--- config.mk ---
export PLATFORM = sky130hd
export DESIGN_NAME = hcbp_ram
export DESIGN_NICKNAME = d
export VERILOG_FILES = /design/src/sv/huffman_code_bit_packer_defines.svh /design/src/sv/hcbp_ram.sv
export SDC_FILE = /design/constraint.sdc
export NUM_CORES = 2
export LEC_CHECK = 0
export BUFFER_PORTS_ARGS = -buffer_cell sky130_fd_sc_hd__clkbuf_2
export CORE_MARGIN = 2
export CORE_UTILIZATION = 57
export CTS_CLUSTER_DIAMETER = 40
export DETAILED_ROUTE_END_ITERATION = 10
export PLACE_DENSITY_LB_ADDON = 0.12
export SYNTH_ARGS = -nofsm -noshare
export SYNTH_HDL_FRONTEND = slang
export SYNTH_SLANG_ARGS = --single-unit
export TNS_END_PERCENT = 1
--- constraint.sdc ---
create_clock -name clk -period 2.5 [get_ports clk]
set_input_delay 0.5 -clock clk [delete_from_list [all_inputs] [get_ports clk]]
set_output_delay 0.5 -clock clk [all_outputs]
set_load 0.05 [all_outputs]
--- src/sv/huffman_code_bit_packer_defines.svh ---
// ----------------------------------------------------------------------------
// Huffman code bit packer assertion macros
// Shared property macros for the packer's concurrent checks.
// ----------------------------------------------------------------------------
`ifndef HUFFMAN_CODE_BIT_PACKER_DEFINES_SVH
`define HUFFMAN_CODE_BIT_PACKER_DEFINES_SVH

// same-cycle implication, checked out of reset
`define HCBP_ASSERT_NOW(label, ante, cons, msg) \
    label: assert property (@(posedge clk) disable iff (!rst_n) (ante) |-> (cons)) \
        else $error(msg);

// next-cycle implication, checked out of reset
`define HCBP_ASSERT_NEXT(label, ante, cons, msg) \
    label: assert property (@(posedge clk) disable iff (!rst_n) (ante) |=> (cons)) \
        else $error(msg);

`endif

--- src/sv/hcbp_ram.sv ---
// ----------------------------------------------------------------------------
// hcbp_ram
// Generic single-write, single-read RAM with registered read data.
// ----------------------------------------------------------------------------
`timescale 1ns / 1ps

module hcbp_ram #(
    parameter int WIDTH = 8,
    parameter int DEPTH = 256
) (
    input  logic                     clk,
    input  logic                     we,
    input  logic [$clog2(DEPTH)-1:0] waddr,
    input  logic [WIDTH-1:0]         wdata,
    input  logic                     re,
    input  logic [$clog2(DEPTH)-1:0] raddr,
    output logic [WIDTH-1:0]         rdata
);

    logic [WIDTH-1:0] mem [DEPTH];

    always_ff @(posedge clk)
    begin
        if (we)
        begin
            mem[waddr] <= wdata;
        end
        if (re)
        begin
            rdata <= mem[raddr];
        end
    end

endmodule

**Yosys cells after proc, flatten, opt, wreduce, memory -nomap -nowiden**

Memories as Yosys holds them, arrays and structs flattened. A register that Yosys moved wholly into a read port is not among the register bits.
Index checks and enable logic that the tools add are counted.

- Output and inout bits: 8
- Bits in registers: 0
- RAM bits: 2048
- Logic and storage cells: 3
- Memories: 1

Memories:

| name | depth | bits a word | read ports | clocked after Yosys merged registers in | write ports | line | RTL |
|---|---|---|---|---|---|---|---|
| mem | 256 | 8 | 1 | 1 | 1 | hcbp_ram.sv:20 | `logic [WIDTH-1:0] mem [DEPTH];` |

- Muxes and demuxes: 2

Operators with widths:

| cell | count |
|---|---|
| $mux W1 | 2 |

**Longest topological paths before layout**

- Word-level depth: 2
- Gate-level depth with buffers: 11
- Gate-level depth less buffers: 6

**Worst setup path after synthesis**

No wires, ideal clock.

- Path kind: input-to-reg
- From: input raddr[0]
- To: register rdata[2], read port of mem, data pin
- Arrival time: 2307 ps
- Library setup time: 269 ps
- Path buffers: 4
- Path slack: -76 ps
- Stages on the path: 9
- Cell sequence: buf_6 > buf_12 > buf_8 > buf_2 > mux4_2 > a22oi_1 > a21oi_1 > nor4_1 > nor4_2

RTL lines:

| element | line | RTL |
|---|---|---|
| from (decl) | hcbp_ram.sv:16 | `input logic [$clog2(DEPTH)-1:0] raddr,` |
| to (decl) | hcbp_ram.sv:17 | `output logic [WIDTH-1:0] rdata` |

==> results.tsv <==
stage	metric	value	unit
clock_network	cts_buffers	231	
timing	maxSlewViolCount	0	
timing	skew	0.0360	ns
worst_hold_path	hold_path_class	in2reg	
grt	overflow	0	
timing	max-slew-margin-rel	48.4	%
yosys	synth_top_area_share	77.5	%
drt	wl_per_cell	30.9	µm
status	status	finished, violations left	
drt	vias_per_cell	6.39	
timing	setup_slack	-0.0642	ns
final_layout	layout.nets	4482	
timing	hold_viol_final	0	
critical_path	worst-path-buf-inv	5	
yosys	syn_avg_cell_area	21.3	µm²
clock_network	path_clk_slew	0.06	ns
place	dpl_cell_area	87000	µm²
timing	max_freq	0.390	GHz
grt	grt_pass1_wl	291	mm
clock_network	cts_sinks	2056	
yosys	synth-seq-cells	2056	
grt	antenna_found_initial	10	
timing	rsz0062_at_grt	true	
yosys	yosys_warnings	0	
yosys	synth_ff_type	edfxtp_1	
grt	track_usage	28.7	%
yosys	synth_top_cells_by_area	edfxtp_1 78%, mux4_2 13%, mux2i_1 1.7%	
yosys	yosysSeqAreaShare	77.5	%
timing	tns	-0.139	ns
clock_network	htree_levels	4	
critical_path	worstRegToRegCells	6	
yosys	async_flop_share	0	%
worst_hold_path	whs_path_depth	1	
critical_path	cp.depth	11	
final_layout	syn_to_final_growth	19.3	%
die	ios	35	
die	die_area	143000	µm²
critical_path	critPathMostFrequentCell	buf_4	
critical_path	crit_path_max_fanout	16	
yosys	synth_cell_types	54	
drt	vias	41800	
die	die_w	378	µm
critical_path	crit_chain	buf_8, buf_4, buf_4, nand2_1, buf_12, o221ai_1, a21oi_1, nor3_1, nor4_4, buf_4, nor4_1	
final_layout	n_fill_cell	8553	
die	row_count	137	
timing	post-route-period-util	103	%
critical_path	critPathKind	in2reg	
timing	period_needed	2.56	ns
critical_path	arrival	3.25	ns
clock_network	cts_tree	yes	
place	pre_cts_slack	-1.55	ns
critical_path	worst_ep_required_time	3.18	ns
die	initial_core_util	57.3	%
final_layout	final_area	95000	µm²
clock_network	worstSkewPairLatency	0.86	ns
drt	final_antenna_net_count	0	
yosys	syn_area	79600	µm²
yosys	syn_inst	3733	
critical_path	worst_setup_path_end_kind	flip-flop	
power	power_density	795	nW/µm²
critical_path	cpPeakStageDelay	0.44	ns
place	dp_hpwl	132	mm
drt	drc_errors	0	
drt	first_iter_violations	5494	
timing	tightest_slew	0.774	ns
yosys	synth-edff-count	2056	
grt	grt_pass1_vias	42000	
clock_network	clk_path_buf_depth	3	
critical_path	cp-start-kind	primary input	
yosys	syn_nets	3760	
clock_network	cts-root-buf	clkbuf_16	
final_layout	drive_gt1_share	34.4	%
timing	setup_viol	4	
drt	dr.pass1.iters	6	
power	power_leakage	31.0	nW
status	violations	setup timing	
power	peakVddDrop	790	µV
die	die_height	378	µm
yosys	yosysMostFrequentCell	edfxtp_1	
drt	drt_wl_total	202	mm
yosys	synth_top_cell_by_area	edfxtp_1	
grt	grt_max_degree	83	
job	maxCapViolations	0	
critical_path	cp_slowest_cell	nor3_1	
place	finalWeightedCongestion	0.874	
yosys	yosys-top-cells-count	2056 x edfxtp_1, 454 x mux4_2, 282 x nor2_1, 134 x mux2i_1, 133 x a22oi_1	
place	port_buffers	34	
critical_path	cp_top_family	buffers and inverters	
die	coreArea	139000	µm²
flip-flops by register name, summed over array words and instances (netlist names):
| register | flops |
|---|---|
| mem | 2048 |
| rdata | 8 |
metal layers:
metal | routed length [µm] | share of wire (%) | up-vias | GRT usage, %
li1 | - | - | 17200 | -
met1 | 78400 | 39 | 21900 | 41.7
met2 | 97700 | 48 | 2333 | 45.6
met3 | 20300 | 10 | 307 | 4.99
met4 | 5860 | 2.9 | 0 | 8.38
met5 | 0 | 0 | - | 0
kinds of logic after synthesis:
group	after synthesis	share of synthesized area (%)
and+or+nand+nor	466	2.63
DFF	2056	77.5
AOI/OAI and AO/OA	385	3.42
muxes	591	14.6
buffers and inverters	235	1.83
worst register-to-register path: stages, from the launching register on:
cell and delay, ns:
edfxtp_1 0.38, mux4_2 0.50, mux4_2 0.55, nor2b_4 0.17, nor4_4 0.46, buf_4 0.19, nor4_2 0.03
where the power goes:
part / internal (mW) / total, mW / leakage (nW) / switching (mW)
Combinational: 1.61 / 4.05 / 8.88 / 2.45
Clock: 19.1 / 33.3 / 3.68 / 14.3
Sequential: 38.0 / 38.1 / 18.5 / 0.0521
worst paths after layout:
| path | from | end | slack, ns |
|---|---|---|---|
| setup / recovery | raddr[1] | rdata[4] | -0.06 |
| hold / removal | wdata[3] | mem[217][3] | 0.21 |
| setup reg to reg | mem[67][7] | rdata[7] | -0.02 |
| hold reg to reg | mem[41][3] | rdata[3] | 1.19 |
per-stage QoR:
| stage | total power [mW] | util [%] | hold slack, ns | std cells |
|---|---|---|---|---|
| final | 75.5 | 68.3 | 0.209 | 6538 |
| after global routing | 77.4 | 68.3 | 0.194 | 6528 |
| after CTS | 75.8 | 68.2 | 0.172 | 6527 |
| after detailed placement | 42.8 | 62.6 | 1.09 | 6097 |
| after global placement | 42.7 | 62.5 | 1.07 | 6096 |
| after floorplan | 40.7 | - | 0.599 | 3733 |
area by class of cell:
| class | instances | area, µm² | area share [%] |
|---|---|---|---|
| sequential | 2056 | 61700 | 65.0 |
| clock buffer | 256 | 5870 | 6.19 |
| clock inverter | 174 | 1800 | 1.89 |
| multi-input combinational | 1442 | 16700 | 17.6 |
| tap | 1876 | 2350 | 2.47 |
| inverter | 2 | 7.51 | 0.00790 |
| timing repair buffer | 722 | 6480 | 6.82 |
| antenna | 10 | 25.0 | 0.0263 |
cells in the final DEF, fill, tap and decap left out, types with 30 or more instances in the layout:
master,synthesis,layout
a22oi_1,133,132
clkinv_1,1,30
nand2_1,33,33
mux2i_1,134,134
buf_12,8,74
edfxtp_1,2056,2056
a21oi_1,96,94
buf_4,27,603
nand3_1,34,34
nor2_1,282,279
inv_6,0,31
clkbuf_16,0,232
o221ai_1,46,46
mux4_2,454,454
what timing repair did:
| item | CTS | global route |
|---|---|---|
| endpoints found under the setup margin | 8 | 7 |
| gates resized for setup | 28 | 21 |
| cloned | 0 | 1 |
| pin swaps | 3 | 5 |
| setup buffers | 0 | 0 |
| hold buffers | 0 | 0 |
Power figures use the tool's default switching activity.
