<file path="src/sv/huffman_code_bit_packer_defines.svh">
// ----------------------------------------------------------------------------
// Huffman code bit packer assertion macros
// Shared property macros for the packer's concurrent checks.
// ----------------------------------------------------------------------------
`ifndef HUFFMAN_CODE_BIT_PACKER_DEFINES_SVH
`define HUFFMAN_CODE_BIT_PACKER_DEFINES_SVH

// same-cycle implication, checked out of reset
`define HCBP_ASSERT_NOW(label, ante, cons, msg) \
    label: assert property (@(posedge clk) disable iff (!rst_n) (ante) |-> (cons)) \
        else $error(msg);

// next-cycle implication, checked out of reset
`define HCBP_ASSERT_NEXT(label, ante, cons, msg) \
    label: assert property (@(posedge clk) disable iff (!rst_n) (ante) |=> (cons)) \
        else $error(msg);

`endif

</file>
<file path="src/sv/hcbp_pkg.sv">
// ----------------------------------------------------------------------------
// hcbp_pkg
// Types and constants shared by the prefix-code bit packer.
// ----------------------------------------------------------------------------
`timescale 1ns / 1ps

package hcbp_pkg;

    localparam int SYMBOLS      = 256;
    localparam int ADDR_W       = $clog2(SYMBOLS);
    localparam int SYM_W        = 8;
    localparam int MAX_CODE_LEN = 24;
    localparam int CODE_W       = 24;
    localparam int LEN_W        = 5;
    localparam int BYTE_W       = 8;
    localparam int ENTRY_W      = CODE_W + LEN_W;
    // pending byte plus the longest code
    localparam int ACC_W        = BYTE_W + MAX_CODE_LEN;
    localparam int TOT_W        = $clog2(ACC_W + 1);
    localparam int MAX_BYTES    = (BYTE_W - 1 + MAX_CODE_LEN) / BYTE_W;
    localparam int CNT_W        = $clog2(MAX_BYTES + 1);
    localparam int GRP_W        = MAX_BYTES * BYTE_W;
    localparam int PCNT_W       = 3;

    localparam int IN_DATA_W    = ((SYM_W + CODE_W + LEN_W + 7) / 8) * 8;

    localparam logic [1:0] FUNC_LOAD   = 2'd0;
    localparam logic [1:0] FUNC_ENCODE = 2'd1;
    localparam logic [1:0] FUNC_FLUSH  = 2'd2;

    // a group of bytes handed from the packer to the output buffer,
    // earliest byte in the top bits
    typedef struct packed {
        logic               load;
        logic [CNT_W-1:0]   cnt;
        logic [GRP_W-1:0]   bytes;
    } grp_t;

endpackage

</file>
<file path="src/sv/hcbp_obuf.sv">
// ----------------------------------------------------------------------------
// hcbp_obuf
// Output buffer: holds one group of packed bytes and sends them one word
// at a time, earliest first, with tlast on the final byte of the group.
// ----------------------------------------------------------------------------
`timescale 1ns / 1ps

`include "huffman_code_bit_packer_defines.svh"

module hcbp_obuf
    import hcbp_pkg::*;
(
    input  logic              clk,
    input  logic              rst_n,
    input  grp_t              grp,
    output logic              free,
    output logic              m_tvalid,
    input  logic              m_tready,
    output logic [BYTE_W-1:0] m_tdata,   // [7:0] out_byte
    output logic              m_tlast
);

    logic [CNT_W-1:0] cnt_reg, cnt_next;
    logic [GRP_W-1:0] data_reg, data_next;
    logic             take;

    assign take     = m_tvalid && m_tready;
    assign m_tvalid = (cnt_reg != '0);
    assign m_tdata  = data_reg[GRP_W-1 -: BYTE_W];
    assign m_tlast  = (cnt_reg == CNT_W'(1));
    // empty now, or empty after this cycle's word goes out
    assign free     = (cnt_reg == '0) || (m_tlast && m_tready);

    always_comb
    begin
        cnt_next  = cnt_reg;
        data_next = data_reg;
        if (grp.load)
        begin
            cnt_next  = grp.cnt;
            data_next = grp.bytes;
        end
        else if (take)
        begin
            cnt_next  = cnt_reg - CNT_W'(1);
            data_next = data_reg << BYTE_W;
        end
    end

    always_ff @(posedge clk or negedge rst_n)
    begin
        if (!rst_n)
        begin
            cnt_reg <= '0;
        end
        else
        begin
            cnt_reg <= cnt_next;
        end
    end

    always_ff @(posedge clk)
    begin
        data_reg <= data_next;
    end

    `HCBP_ASSERT_NOW(a_load_when_free, grp.load, free, "group loaded over unsent bytes")
    `HCBP_ASSERT_NOW(a_cnt_range, 1'b1, cnt_reg <= CNT_W'(MAX_BYTES), "byte count out of range")

endmodule

</file>
<file path="config.mk">
export PLATFORM = sky130hd
export DESIGN_NAME = hcbp_obuf
export DESIGN_NICKNAME = d
export VERILOG_FILES = /design/src/sv/hcbp_pkg.sv /design/src/sv/hcbp_obuf.sv
export VERILOG_INCLUDE_DIRS = /design/src /design/src/sv
export SDC_FILE = /design/constraint.sdc
export NUM_CORES = 1
export LEC_CHECK = 0
export ABC_CLOCK_PERIOD_IN_PS = 2500
export BUFFER_PORTS_ARGS = -buffer_cell sky130_fd_sc_hd__buf_2
export CAP_MARGIN = 20
export CORE_ASPECT_RATIO = 0.8
export CORE_MARGIN = 2
export CORE_UTILIZATION = 45
export CTS_CLUSTER_DIAMETER = 150
export DETAILED_ROUTE_END_ITERATION = 7
export PLACE_DENSITY_LB_ADDON = 0.25
export SYNTH_ARGS = -nofsm -noshare
export SYNTH_HDL_FRONTEND = slang
export SYNTH_SLANG_ARGS = --single-unit
</file>
<file path="constraint.sdc">
create_clock -name clk -period 2.5 [get_ports clk]
set_input_delay 0.125 -clock clk [delete_from_list [all_inputs] [get_ports clk]]
set_output_delay 0.125 -clock clk [all_outputs]
set_load 0.05 [all_outputs]
</file>
# Word level (Yosys, flattened, before mapping)
# Cells that the tools add are included.
dict set report word_totals {
  register_bits 26
  in_bits 30
  word_cells 14
  output_inout_bits 11
}
dict set report op_classes {
  addsub 1
  muxes 4
  n_eq_ne 1
  n_reduce_logical 6
}
# cell count
set op_table {}
lappend op_table {{2-to-1 mux 24 bit} 2}
lappend op_table {{2-to-1 mux 2 bit} 2}
lappend op_table {{nonzero test 2 bit} 2}
lappend op_table {{== test 2 x 1 -> 1 bit, second input constant} 1}
lappend op_table {{logical AND 1 bit} 2}
lappend op_table {{logical NOT 2 bit} 1}
lappend op_table {{subtractor 2 x 1 -> 2 bit, second input constant} 1}
lappend op_table {{logical OR 1 bit} 1}

# Depth between registers and ports, before layout
# Gate-level depths: netlist (run 1).
dict set report depth {
  ltp_word 4
  ltp_mapped 4
  ltp_nobuf 4
}

# Least setup slack after synthesis (run 1)
# Ideal clock, no wire load.
dict set report synth_path {
  kind {reg-to-reg}
  start {register cnt_reg[0]}
  end {register data_reg[0], enable pin}
  t_required_ps 2142
  synth_period_minus_slack_ps 1567
  setup_ps 358
  path_stages_with_launch 5
  arrival_ps 1208
  slack_ps 933
  cell_sequence {dfrtp_1 inv_1 ha_1 nor2b_1 or2_2}
}
dict set report synth_between {
  elab_chain_len 3
}
# item line_no
set synth_rtl {}
lappend synth_rtl {{start, declared} hcbp_obuf.sv:23} ;# logic [CNT_W-1:0] cnt_reg, cnt_next;
lappend synth_rtl {{start signal, assigned} hcbp_obuf.sv:58} ;# cnt_reg <= cnt_next;
lappend synth_rtl {{nonzero test 2 bit} hcbp_obuf.sv:28} ;# assign m_tvalid = (cnt_reg != '0);
lappend synth_rtl {{logical AND 1 bit} hcbp_obuf.sv:27} ;# assign take = m_tvalid && m_tready;
lappend synth_rtl {{nonzero test 2 bit (no source line)} n/a}
lappend synth_rtl {{end signal, assigned} hcbp_obuf.sv:64} ;# data_reg <= data_next;
lappend synth_rtl {{end, declared} hcbp_obuf.sv:24} ;# logic [GRP_W-1:0] data_reg, data_next;
# No other way between the ends.
# A chain may end at the register's enable or synchronous reset.

# Final worst setup path (run 1)
dict set report layout_path {
  start {register cnt_reg[0]}
  end {register data_reg[6], enable pin}
}
# The elaborated chain is that of the path after synthesis.

==> results of run 1 <==
[layer usage]
metal | global-route usage (%) | up-vias | share of wire (%)
met2 | 23.8 | 31 | 50
li1 | - | 340 | -
met4 | 3.19 | 0 | 0.46
met1 | 13.6 | 303 | 43
met3 | 4.72 | 3 | 6.9
met5 | 0 | - | 0
[cell usage in the layout, fill, tap and decap left out]
cell type | Yosys | layout
nand2b_1 | 1 | 1
edfxtp_1 | 24 | 24
mux2_2 | 16 | 16
clkbuf_4 | 0 | 3
dfrtp_1 | 2 | 2
ha_1 | 2 | 2
bufinv_16 | 0 | 1
o211ai_2 | 1 | 1
buf_2 | 3 | 40
and2_1 | 8 | 8
or4b_1 | 2 | 2
nor2b_1 | 1 | 1
dlygate4sd3_1 | 0 | 2
o311ai_1 | 1 | 1
nand2_1 | 4 | 4
inv_1 | 3 | 3
or2_2 | 1 | 1
[worst max-delay path: stages, from the launching register on]
cell and delay [ns]:
dfrtp_1 0.42, inv_1 0.06, ha_1 0.23, nor2b_1 0.22
or2_2 0.53
[power by group through the flow]
stage	Combinational [mW]	Sequential (mW)	Clock, mW
after CTS	0.223	0.549	0.298
after floorplan	0.186	0.556	0
after global routing	0.239	0.555	0.315
after global placement	0.215	0.558	0
final	0.221	0.549	0.287
after detailed placement	0.219	0.560	0
[timing repair]
item,4_1_cts,5_1_grt
setup buffers,0,0
hold endpoints to repair,3,0
hold buffers,2,0
[worst paths after layout]
kind | start | slack (ns) | to | cells past startpoint
min in group asynchronous | rst_n | 0.09 | cnt_reg[1] | 2
worst min register to register | data_reg[9] | 0.57 | data_reg[17] | 1
max in group asynchronous | rst_n | 2.32 | cnt_reg[0] | 2
worst min-delay path | grp[25] | 0.05 | cnt_reg[1] | 3
worst max register to register | cnt_reg[0] | 0.71 | data_reg[6] | 4
worst max-delay path | cnt_reg[0] | 0.71 | data_reg[6] | 4
[layout make-up]
| class | instances | area [um^2] | area share, % |
|---|---|---|---|
| Clock inverter | 1 | 30.0 | 2.10 |
| Clock buffer | 3 | 22.5 | 1.57 |
| Sequential cell | 26 | 771 | 53.9 |
| Inverter | 3 | 11.3 | 0.787 |
| Multi-Input combinational cell | 37 | 330 | 23.1 |
| Timing Repair Buffer | 42 | 220 | 15.4 |
| Tap cell | 36 | 45.0 | 3.15 |
[stage by stage]
stage / utilization (%) / instance area, um^2 / cells / setup WS (ns)
floorplan: - / 1190 / 77 / 0.933
global placement: 54.7 / 1360 / 142 / 0.800
detailed placement: 54.7 / 1360 / 142 / 0.716
CTS: 57.6 / 1430 / 148 / 0.704
global route: 57.6 / 1430 / 148 / 0.580
finish: 57.6 / 1430 / 148 / 0.709
[logic make-up after synthesis]
group	share of synthesized area [%]
simple gates	8.75
flops	64.9
mux	15.2
compound gates	1.79
fa+ha+maj	2.11
buf+inv	7.27
==> summary.md, run 1 <==
| Metric | Value |
|---|---|
| Largest register FFs | 24 |
| Clock Skews | 0.00380 ns |
| Async set-reset flop share out of synthesis | 7.69% |
| Clock tree buffer depth | 2 |
| Internal Power | 0.772 mW |
| Most frequent cell after synthesis | edfxtp_1 |
| Worst VDD drop | 0.624 mV |
| Final nets | 145 |
| Worst setup EP type | flop |
| Sink Count | 26 |
| Cells after Synth | 77 |
| Post-Synthesis Mean Instance Area | 15.4 um^2 |
| Post-synth cell types | 15 |
| DRT Wirelength | 1740 um |
| Post-synth net total | 109 |
| Overall Power | 1.06 mW |
| WP data arrival | 1.77 ns |
| Total global routing track utilization | 12.9% |
| Unrepaired setup endpoints after global routing | false |
| Drt wl/cell | 11.7 um |
| Critical path class | reg2reg |
| First-pass DRT Iterations | 4 |
| Gr ovfl total | 0 |
| Sequential area share after synthesis | 64.9% |
| CTS tree | built |
| PostCTS Resize Cnt | 0 |
| Routed Antenna Nets | 0 |
| Final Setup Violations | 0 |
| Core box area | 2480 um^2 |
| Ports | 41 |
| Drt first-iter violations | 15 |
| # port buffers | 40 |
| Via/cell ratio | 4.57 |
| Starting Density | 47.8% |
| Top_reg_cell synth | edfxtp_1 |
| Ant diodes | 0 |
| Synth area leader | edfxtp_1 |
| Peak fanout along the critical path | 24 |
| Clk Latency, worst-skew pair | 0.32 ns |
| Post-synth top cells | edfxtp_1, mux2_2, and2_1, buf_4, nand2_1 |
| Pleak | 0.611 nW |
| Pwr per Cell Area | 739 nW/um^2 |
| First-pass GRT wire length | 2870 um |
| Largest net degree at the start of global routing | 32 |
| Area Overhead vs Synth | 20.4% |
| TNS Setup | 0 ns |
| Share of power burned in combinational logic | 20.9% |
| Slew margin rel. | 62.4% |
| Via count | 677 |
| Die Y | 49.9 um |
| Worst slew pin tran | 0.563 ns |
| Clock Power Share | 27.1% |
| Number of synthesized flops with an enable pin | 24 |
| # fillers | 225 |
| Syn. warnings | 0 |
| Min-Delay Path Class | in2reg |
| Antenna violations before repair | 0 |
| Flops & latches, synth | 26 |
| Die ar. | 3070 um^2 |
| Clock-pin slew on the worst setup and hold paths | 0.14 ns |
| Net Sw Power | 0.284 mW |
| Share of cells above drive strength 1 | 55.4% |
| Data required time of the critical path | 2.48 ns |
| Max-cap viol count | 0 |
| GP Congestion | 0.633 |
| Final Hold Vio Count | 0 |
| Share of the synthesized area in the top cell type | 60.7% |
| DRC errors left | 0 |
| Chip width | 61.4 um |
| Root Buffer Master | clkbuf_4 |
| Rows | 16 |
| Net switching share of the total power | 26.9% |
| Flop pwr share | 52.0% |
| Top post-synthesis cells by area | edfxtp_1, mux2_2, buf_4, and2_1, dfrtp_1 |
| Fin crit period | 1.79 ns |
| Hold WS | 0.0497 ns |
| Mapped cell area | 1190 um^2 |
| Total CTS buffers | 3 |
| Fmax | 0.558 GHz |
| CTS H-tree lvls | 1 |
| Status | completed |
| Period utilisation layout | 71.6% |
| Vias in the first global route | 692 |
| CP Launch Type | flop |
| Fin. max-slew vios | 0 |
(Power assumes the default switching activity.)
==> inputs of run 2 (changes only) <==
--- a/config.mk
+++ b/config.mk
@@ -6,7 +6,7 @@
 export SDC_FILE = /design/constraint.sdc
 export NUM_CORES = 1
 export LEC_CHECK = 0
-export ABC_CLOCK_PERIOD_IN_PS = 2500
+export ABC_CLOCK_PERIOD_IN_PS = 1750
 export BUFFER_PORTS_ARGS = -buffer_cell sky130_fd_sc_hd__buf_2
 export CAP_MARGIN = 20
 export CORE_ASPECT_RATIO = 0.8
==> constraint.sdc (replaced) <==
create_clock -name clk -period 1.75 [get_ports clk]
set_input_delay 0.0875 -clock clk [delete_from_list [all_inputs] [get_ports clk]]
set_output_delay 0.0875 -clock clk [all_outputs]
set_load 0.05 [all_outputs]
==> summary.md, run 2 (same netlist as run 1, synthesis figures left out) <==
| Metric | Value |
|---|---|
| Unrepaired setup endpoints after global routing | false |
| Vias in the first global route | 717 |
| DRC errors left | 0 |
| Worst Hold Endpoint | cnt_reg[1] |
| Share of cells above drive strength 1 | 56.1% |
| Worst setup EP type | flop |
| Final nets | 147 |
| Ports | 41 |
| Met3 Use GR | 5.51% |
| Setup WS post-layout | 0.182 ns |
| RR Endpoint | data_reg[7] |
| Area Overhead vs Synth | 21.7% |
| Rows | 16 |
| Critical path, cell by cell | inv_1 > ha_1 > nor2b_1 > or2_2 > buf_4 |
| First-pass DRT Iterations | 4 |
| Final Hold Vio Count | 0 |
| Final Setup Violations | 0 |
| Post-CTS Setup Bufs | 0 |
| Crit path buffers/inverters | 2 |
| Placed Area | 1370 um^2 |
| Beginning of the worst hold path | grp[25] |
| Via/cell ratio | 4.63 |
| Clock tree buffer depth | 2 |
| Gr ovfl total | 0 |
| Commonest non-fill, non-tap cell in the layout | buf_2 |
| Fin crit period | 1.57 ns |
| Clock-pin slew on the worst setup and hold paths | 0.13 ns |
| Total global routing track utilization | 12.9% |
| Period utilisation layout | 89.6% |
| # port buffers | 40 |
| Min-Delay Path Class | in2reg |
| Fin area | 1450 um^2 |
| Critical path class | reg2reg |
| Sink Count | 26 |
| R2R cell count | 5 |
| Peak fanout along the critical path | 13 |
| Die Y | 49.9 um |
| Met2 Track Usage GR | 23.4% |
| Pwr per Cell Area | 1040 nW/um^2 |
| Max-cap viol count | 0 |
| Inst Count DP | 144 |
| Most Used Layer, Global Route | met2 |
| Ant diodes | 0 |
| Clk Latency, worst-skew pair | 0.31 ns |
| Crit-path max cell delay | 0.40 ns |
| Overall Power | 1.50 mW |
| Critical R2R Launch | cnt_reg[0] |
| CP Launch Type | flop |
| Hold WS | 0.0298 ns |
| Antenna violations before repair | 0 |
| First-pass GRT wire length | 2850 um |
| Die ar. | 3070 um^2 |
| Routed Antenna Nets | 0 |
| Starting Density | 47.8% |
| GP Congestion | 0.644 |
| Fmax | 0.638 GHz |
| Final Util | 58.2% |
| Worst Setup SP | cnt_reg[0] |
| Commonest cells after routing, fill and taps aside | buf_2, edfxtp_1, mux2_2, and2_1, nand2_1 |
| Core box area | 2480 um^2 |
| Clock Skews | 0.00749 ns |
| CTS H-tree lvls | 1 |
| Fin cells | 150 |
| Drt first-iter violations | 17 |
| Chip width | 61.4 um |
| Worst slew pin tran | 0.540 ns |
| Data required time of the critical path | 1.77 ns |
| Largest net degree at the start of global routing | 32 |
| Total CTS buffers | 3 |
| Setup WS pre-CTS | 0.180 ns |
| Post-DP HPWL | 1280 um |
| Drt wl/cell | 11.6 um |
| Root Buffer Master | clkbuf_4 |
| Via count | 694 |
| Slew margin rel. | 64.0% |
| Worst path top cell family by delay | flip-flops |
| Crit path max-delay cell type | dfrtp_1 |
| TNS Setup | 0 ns |
| CTS Hold Bufs | 2 |
| PostCTS Resize Cnt | 0 |
| Pleak | 0.620 nW |
| WP data arrival | 1.59 ns |
| DRT Wirelength | 1740 um |
| R2R Setup Slk | 0.18 ns |
| CTS tree | built |
| Worst VDD drop | 0.644 mV |
| Hold Path Stages | 3 |
| Met1 Use GR | 13.4% |
| Fin. max-slew vios | 0 |
| Status | completed |
| Largest register FFs | 24 |
-- run 2: report_power, final --
part / leakage [nW] / internal [mW] / switching, mW / total [mW]
clock: 0.0279 / 0.231 / 0.164 / 0.395
combinational: 0.320 / 0.111 / 0.213 / 0.323
sequential: 0.272 / 0.766 / 0.0168 / 0.783
-- run 2: area by class of cell --
cell class,instances,area (um^2)
Tap cell,36,45.0
Multi-Input combinational cell,37,330
Fill cell,220,1040
Sequential cell,26,771
Timing Repair Buffer,44,235
Clock buffer,3,22.5
Clock inverter,1,30.0
Inverter,3,11.3
-- run 2: how the worst max path moves through the flow --
stage               slack (ns)  depth (start not counted)          end
CTS                       0.17                          5  data_reg[7]
global route              0.08                          5  data_reg[9]
floorplan                 0.18                          4  data_reg[0]
global placement          0.26                          5  data_reg[9]
finish                    0.18                          5  data_reg[7]
detailed placement        0.18                          5  data_reg[1]
-- run 2: worst register-to-register path, cell delays in order (launching register included) --
cell	delay [ns]
dfrtp_1	0.40
inv_1	0.05
ha_1	0.23
nor2b_1	0.23
or2_2	0.16
buf_4	0.21
-- run 2: metal layers --
layer	up-vias	routed length, um
met5	-	0
met4	0	15
met3	2	109
met2	26	870
met1	321	746
li1	345	-
==> inputs of run 3 (changes only) <==
--- a/config.mk
+++ b/config.mk
@@ -6,11 +6,11 @@
 export SDC_FILE = /design/constraint.sdc
 export NUM_CORES = 1
 export LEC_CHECK = 0
+export ABC_AREA = 1
 export ABC_CLOCK_PERIOD_IN_PS = 1750
 export BUFFER_PORTS_ARGS = -buffer_cell sky130_fd_sc_hd__buf_2
 export CAP_MARGIN = 20
 export CORE_ASPECT_RATIO = 0.8
-export CORE_MARGIN = 2
 export CORE_UTILIZATION = 45
 export CTS_CLUSTER_DIAMETER = 150
 export DETAILED_ROUTE_END_ITERATION = 7
==> summary.md, run 3 <==
| Metric | Value |
|---|---|
| Status | completed |
| Async set-reset flop share out of synthesis | 7.69% |
| Final Hold Vio Count | 0 |
| Commonest cells after routing, fill and taps aside | nand2_1, buf_2, edfxtp_1, inv_1, clkbuf_4 |
| GP Congestion | 0.724 |
| First-pass DRT Iterations | 6 |
| Pleak | 0.758 nW |
| Pwr per Cell Area | 1050 nW/um^2 |
| Post-CTS Setup Bufs | 0 |
| Worst VDD drop | 0.547 mV |
| Worst slew pin tran | 0.333 ns |
| Crit path buffers/inverters | 2 |
| CTS H-tree lvls | 1 |
| Top_reg_cell synth | edfxtp_1 |
| Setup WS pre-CTS | 0.268 ns |
| Root Buffer Master | clkbuf_4 |
| DRT Wirelength | 1780 um |
| Vias in the first global route | 683 |
| Cells after Synth | 122 |
| Ports | 41 |
| Total global routing track utilization | 13.1% |
| Total CTS buffers | 3 |
| Post-Synthesis Mean Instance Area | 9.92 um^2 |
| Worst path top cell family by delay | flip-flops |
| Fin area | 1420 um^2 |
| Fin. max-slew vios | 0 |
| Period utilisation layout | 84.5% |
| CP Launch Type | flop |
| Mapped cell area | 1210 um^2 |
| Clk Latency, worst-skew pair | 0.31 ns |
| Starting Density | 48.3% |
| Fin cells | 193 |
| Crit path max-delay cell type | dfrtp_1 |
| Syn. warnings | 0 |
| Top Layer Used | met3 |
| R2R Setup Slk | 0.27 ns |
| Critical path class | reg2reg |
| Post-synth net total | 154 |
| Fmax | 0.676 GHz |
| Share of the synthesized area in the top cell type | 59.6% |
| Min-Delay Path Class | in2reg |
| Most Frequent Cell on Critical Path | inv_1 |
| Worst setup EP type | flop |
| Final Util | 56.9% |
| Core box area | 2500 um^2 |
| Clock-pin slew on the worst setup and hold paths | 0.13 ns |
| R2R cell count | 5 |
| Antenna violations before repair | 0 |
| Worst Hold Endpoint | data_reg[1] |
| Crit-path max cell delay | 0.42 ns |
| Drt first-iter violations | 19 |
| DRC errors left | 0 |
| # fillers | 226 |
| Placed Area | 1380 um^2 |
| Hold Path Stages | 3 |
| Sink Count | 26 |
| Beginning of the worst hold path | grp[1] |
| Top post-synthesis cells by area | edfxtp_1, nand2_1, buf_4, dfrtp_1, inv_1 |
| First-pass GRT wire length | 2840 um |
| Share of cells above drive strength 1 | 30.6% |
| Unrepaired setup endpoints after global routing | false |
| Flops & latches, synth | 26 |
| Setup WS post-layout | 0.270 ns |
| Ant diodes | 0 |
| Critical R2R Launch | cnt_reg[0] |
| Number of synthesized flops with an enable pin | 24 |
| Largest net degree at the start of global routing | 29 |
| RR Endpoint | data_reg[22] |
| Peak fanout along the critical path | 26 |
| Routed wl met2 | 861 um |
| Gr ovfl total | 0 |
| Clock Skews | 0.00746 ns |
| CTS tree | built |
| Final nets | 190 |
| Final Setup Violations | 0 |
| Post-synth top cells | nand2_1, edfxtp_1, inv_1 |
| Via/cell ratio | 4.24 |
| Data required time of the critical path | 1.74 ns |
| Commonest non-fill, non-tap cell in the layout | nand2_1 |
| Drt wl/cell | 9.23 um |
| WP data arrival | 1.47 ns |
| Sequential area share after synthesis | 63.7% |
| Via count | 818 |
| Critical path, cell by cell | inv_1 > ha_1 > inv_1 > nand2_1 > nand2_4 |
| Routed Antenna Nets | 0 |
| Met1 Wirelength | 822 um |
| Post-synth cell types | 10 |
| Fin crit period | 1.48 ns |
| Max-cap viol count | 0 |
| Rows | 16 |
| Met3 Routed Length | 98 um |
| Most frequent cell after synthesis | nand2_1 |
| Die ar. | 2900 um^2 |
| Clock tree buffer depth | 2 |
| Slew margin rel. | 77.8% |
| # port buffers | 40 |
| Inst Count DP | 188 |
| Synth area leader | edfxtp_1 |
| TNS Setup | 0 ns |
| Largest register FFs | 24 |
| Chip width | 60.0 um |
| Area Overhead vs Synth | 17.6% |
| Die Y | 48.4 um |
## run 3: worst max path at each step
stage,slack [ns],endpoint,startpoint,cells past startpoint
after floorplan,0.04,data_reg[0],cnt_reg[0],5
after global placement,0.36,data_reg[6],cnt_reg[0],5
after detailed placement,0.27,data_reg[6],cnt_reg[0],5
after CTS,0.25,data_reg[22],cnt_reg[0],5
after global routing,0.18,data_reg[10],cnt_reg[0],5
final,0.27,data_reg[22],cnt_reg[0],5
## run 3: layer usage
metal / global-route usage (%) / up-vias
li1: - / 442
met1: 15.9 / 344
met2: 22.2 / 32
met3: 5.61 / 0
met4: 1.16 / 0
met5: 0 / -
## run 3: timing repair
action / 4_1_cts / 5_1_grt
hold buffers: 1 / 0
endpoints found under the hold margin: 2 / 0
gates resized for setup: 0 / 0
## run 3: stage by stage
step / hold slack [ns] / power (mW)
final: 0.0170 / 1.50
after global placement: -0.126 / 1.21
after floorplan: -0.208 / 1.16
after CTS: 0.0101 / 1.51
after detailed placement: -0.119 / 1.23
after global routing: 0.00780 / 1.57
## run 3: power by group
group | internal, mW | switching, mW | leakage [nW]
combinational | 0.101 | 0.295 | 0.463
sequential | 0.787 | 0.0253 | 0.274
clock | 0.127 | 0.164 | 0.0210
total | 1.02 | 0.484 | 0.758
## run 3: tightest hold or removal path, stage by stage
cell     delay [ns]
buf_2          0.07
nand2_1        0.04
inv_1          0.04
## run 3: final cells by class
type | instances | area, um^2 | share of cell area (%)
Inverter | 12 | 45.0 | 3.17
Clock buffer | 4 | 36.3 | 2.55
Timing Repair Buffer | 43 | 225 | 15.8
Sequential cell | 26 | 771 | 54.2
Tap cell | 36 | 45.0 | 3.17
Multi-Input combinational cell | 72 | 300 | 21.1
## run 3: logic make-up after synthesis
group | synth area share [%]
AOI/OAI and AO/OA | 0.827
and+or+nand+nor | 21.3
adders and majority gates | 2.07
DFF | 63.7
buffers and inverters | 12.1
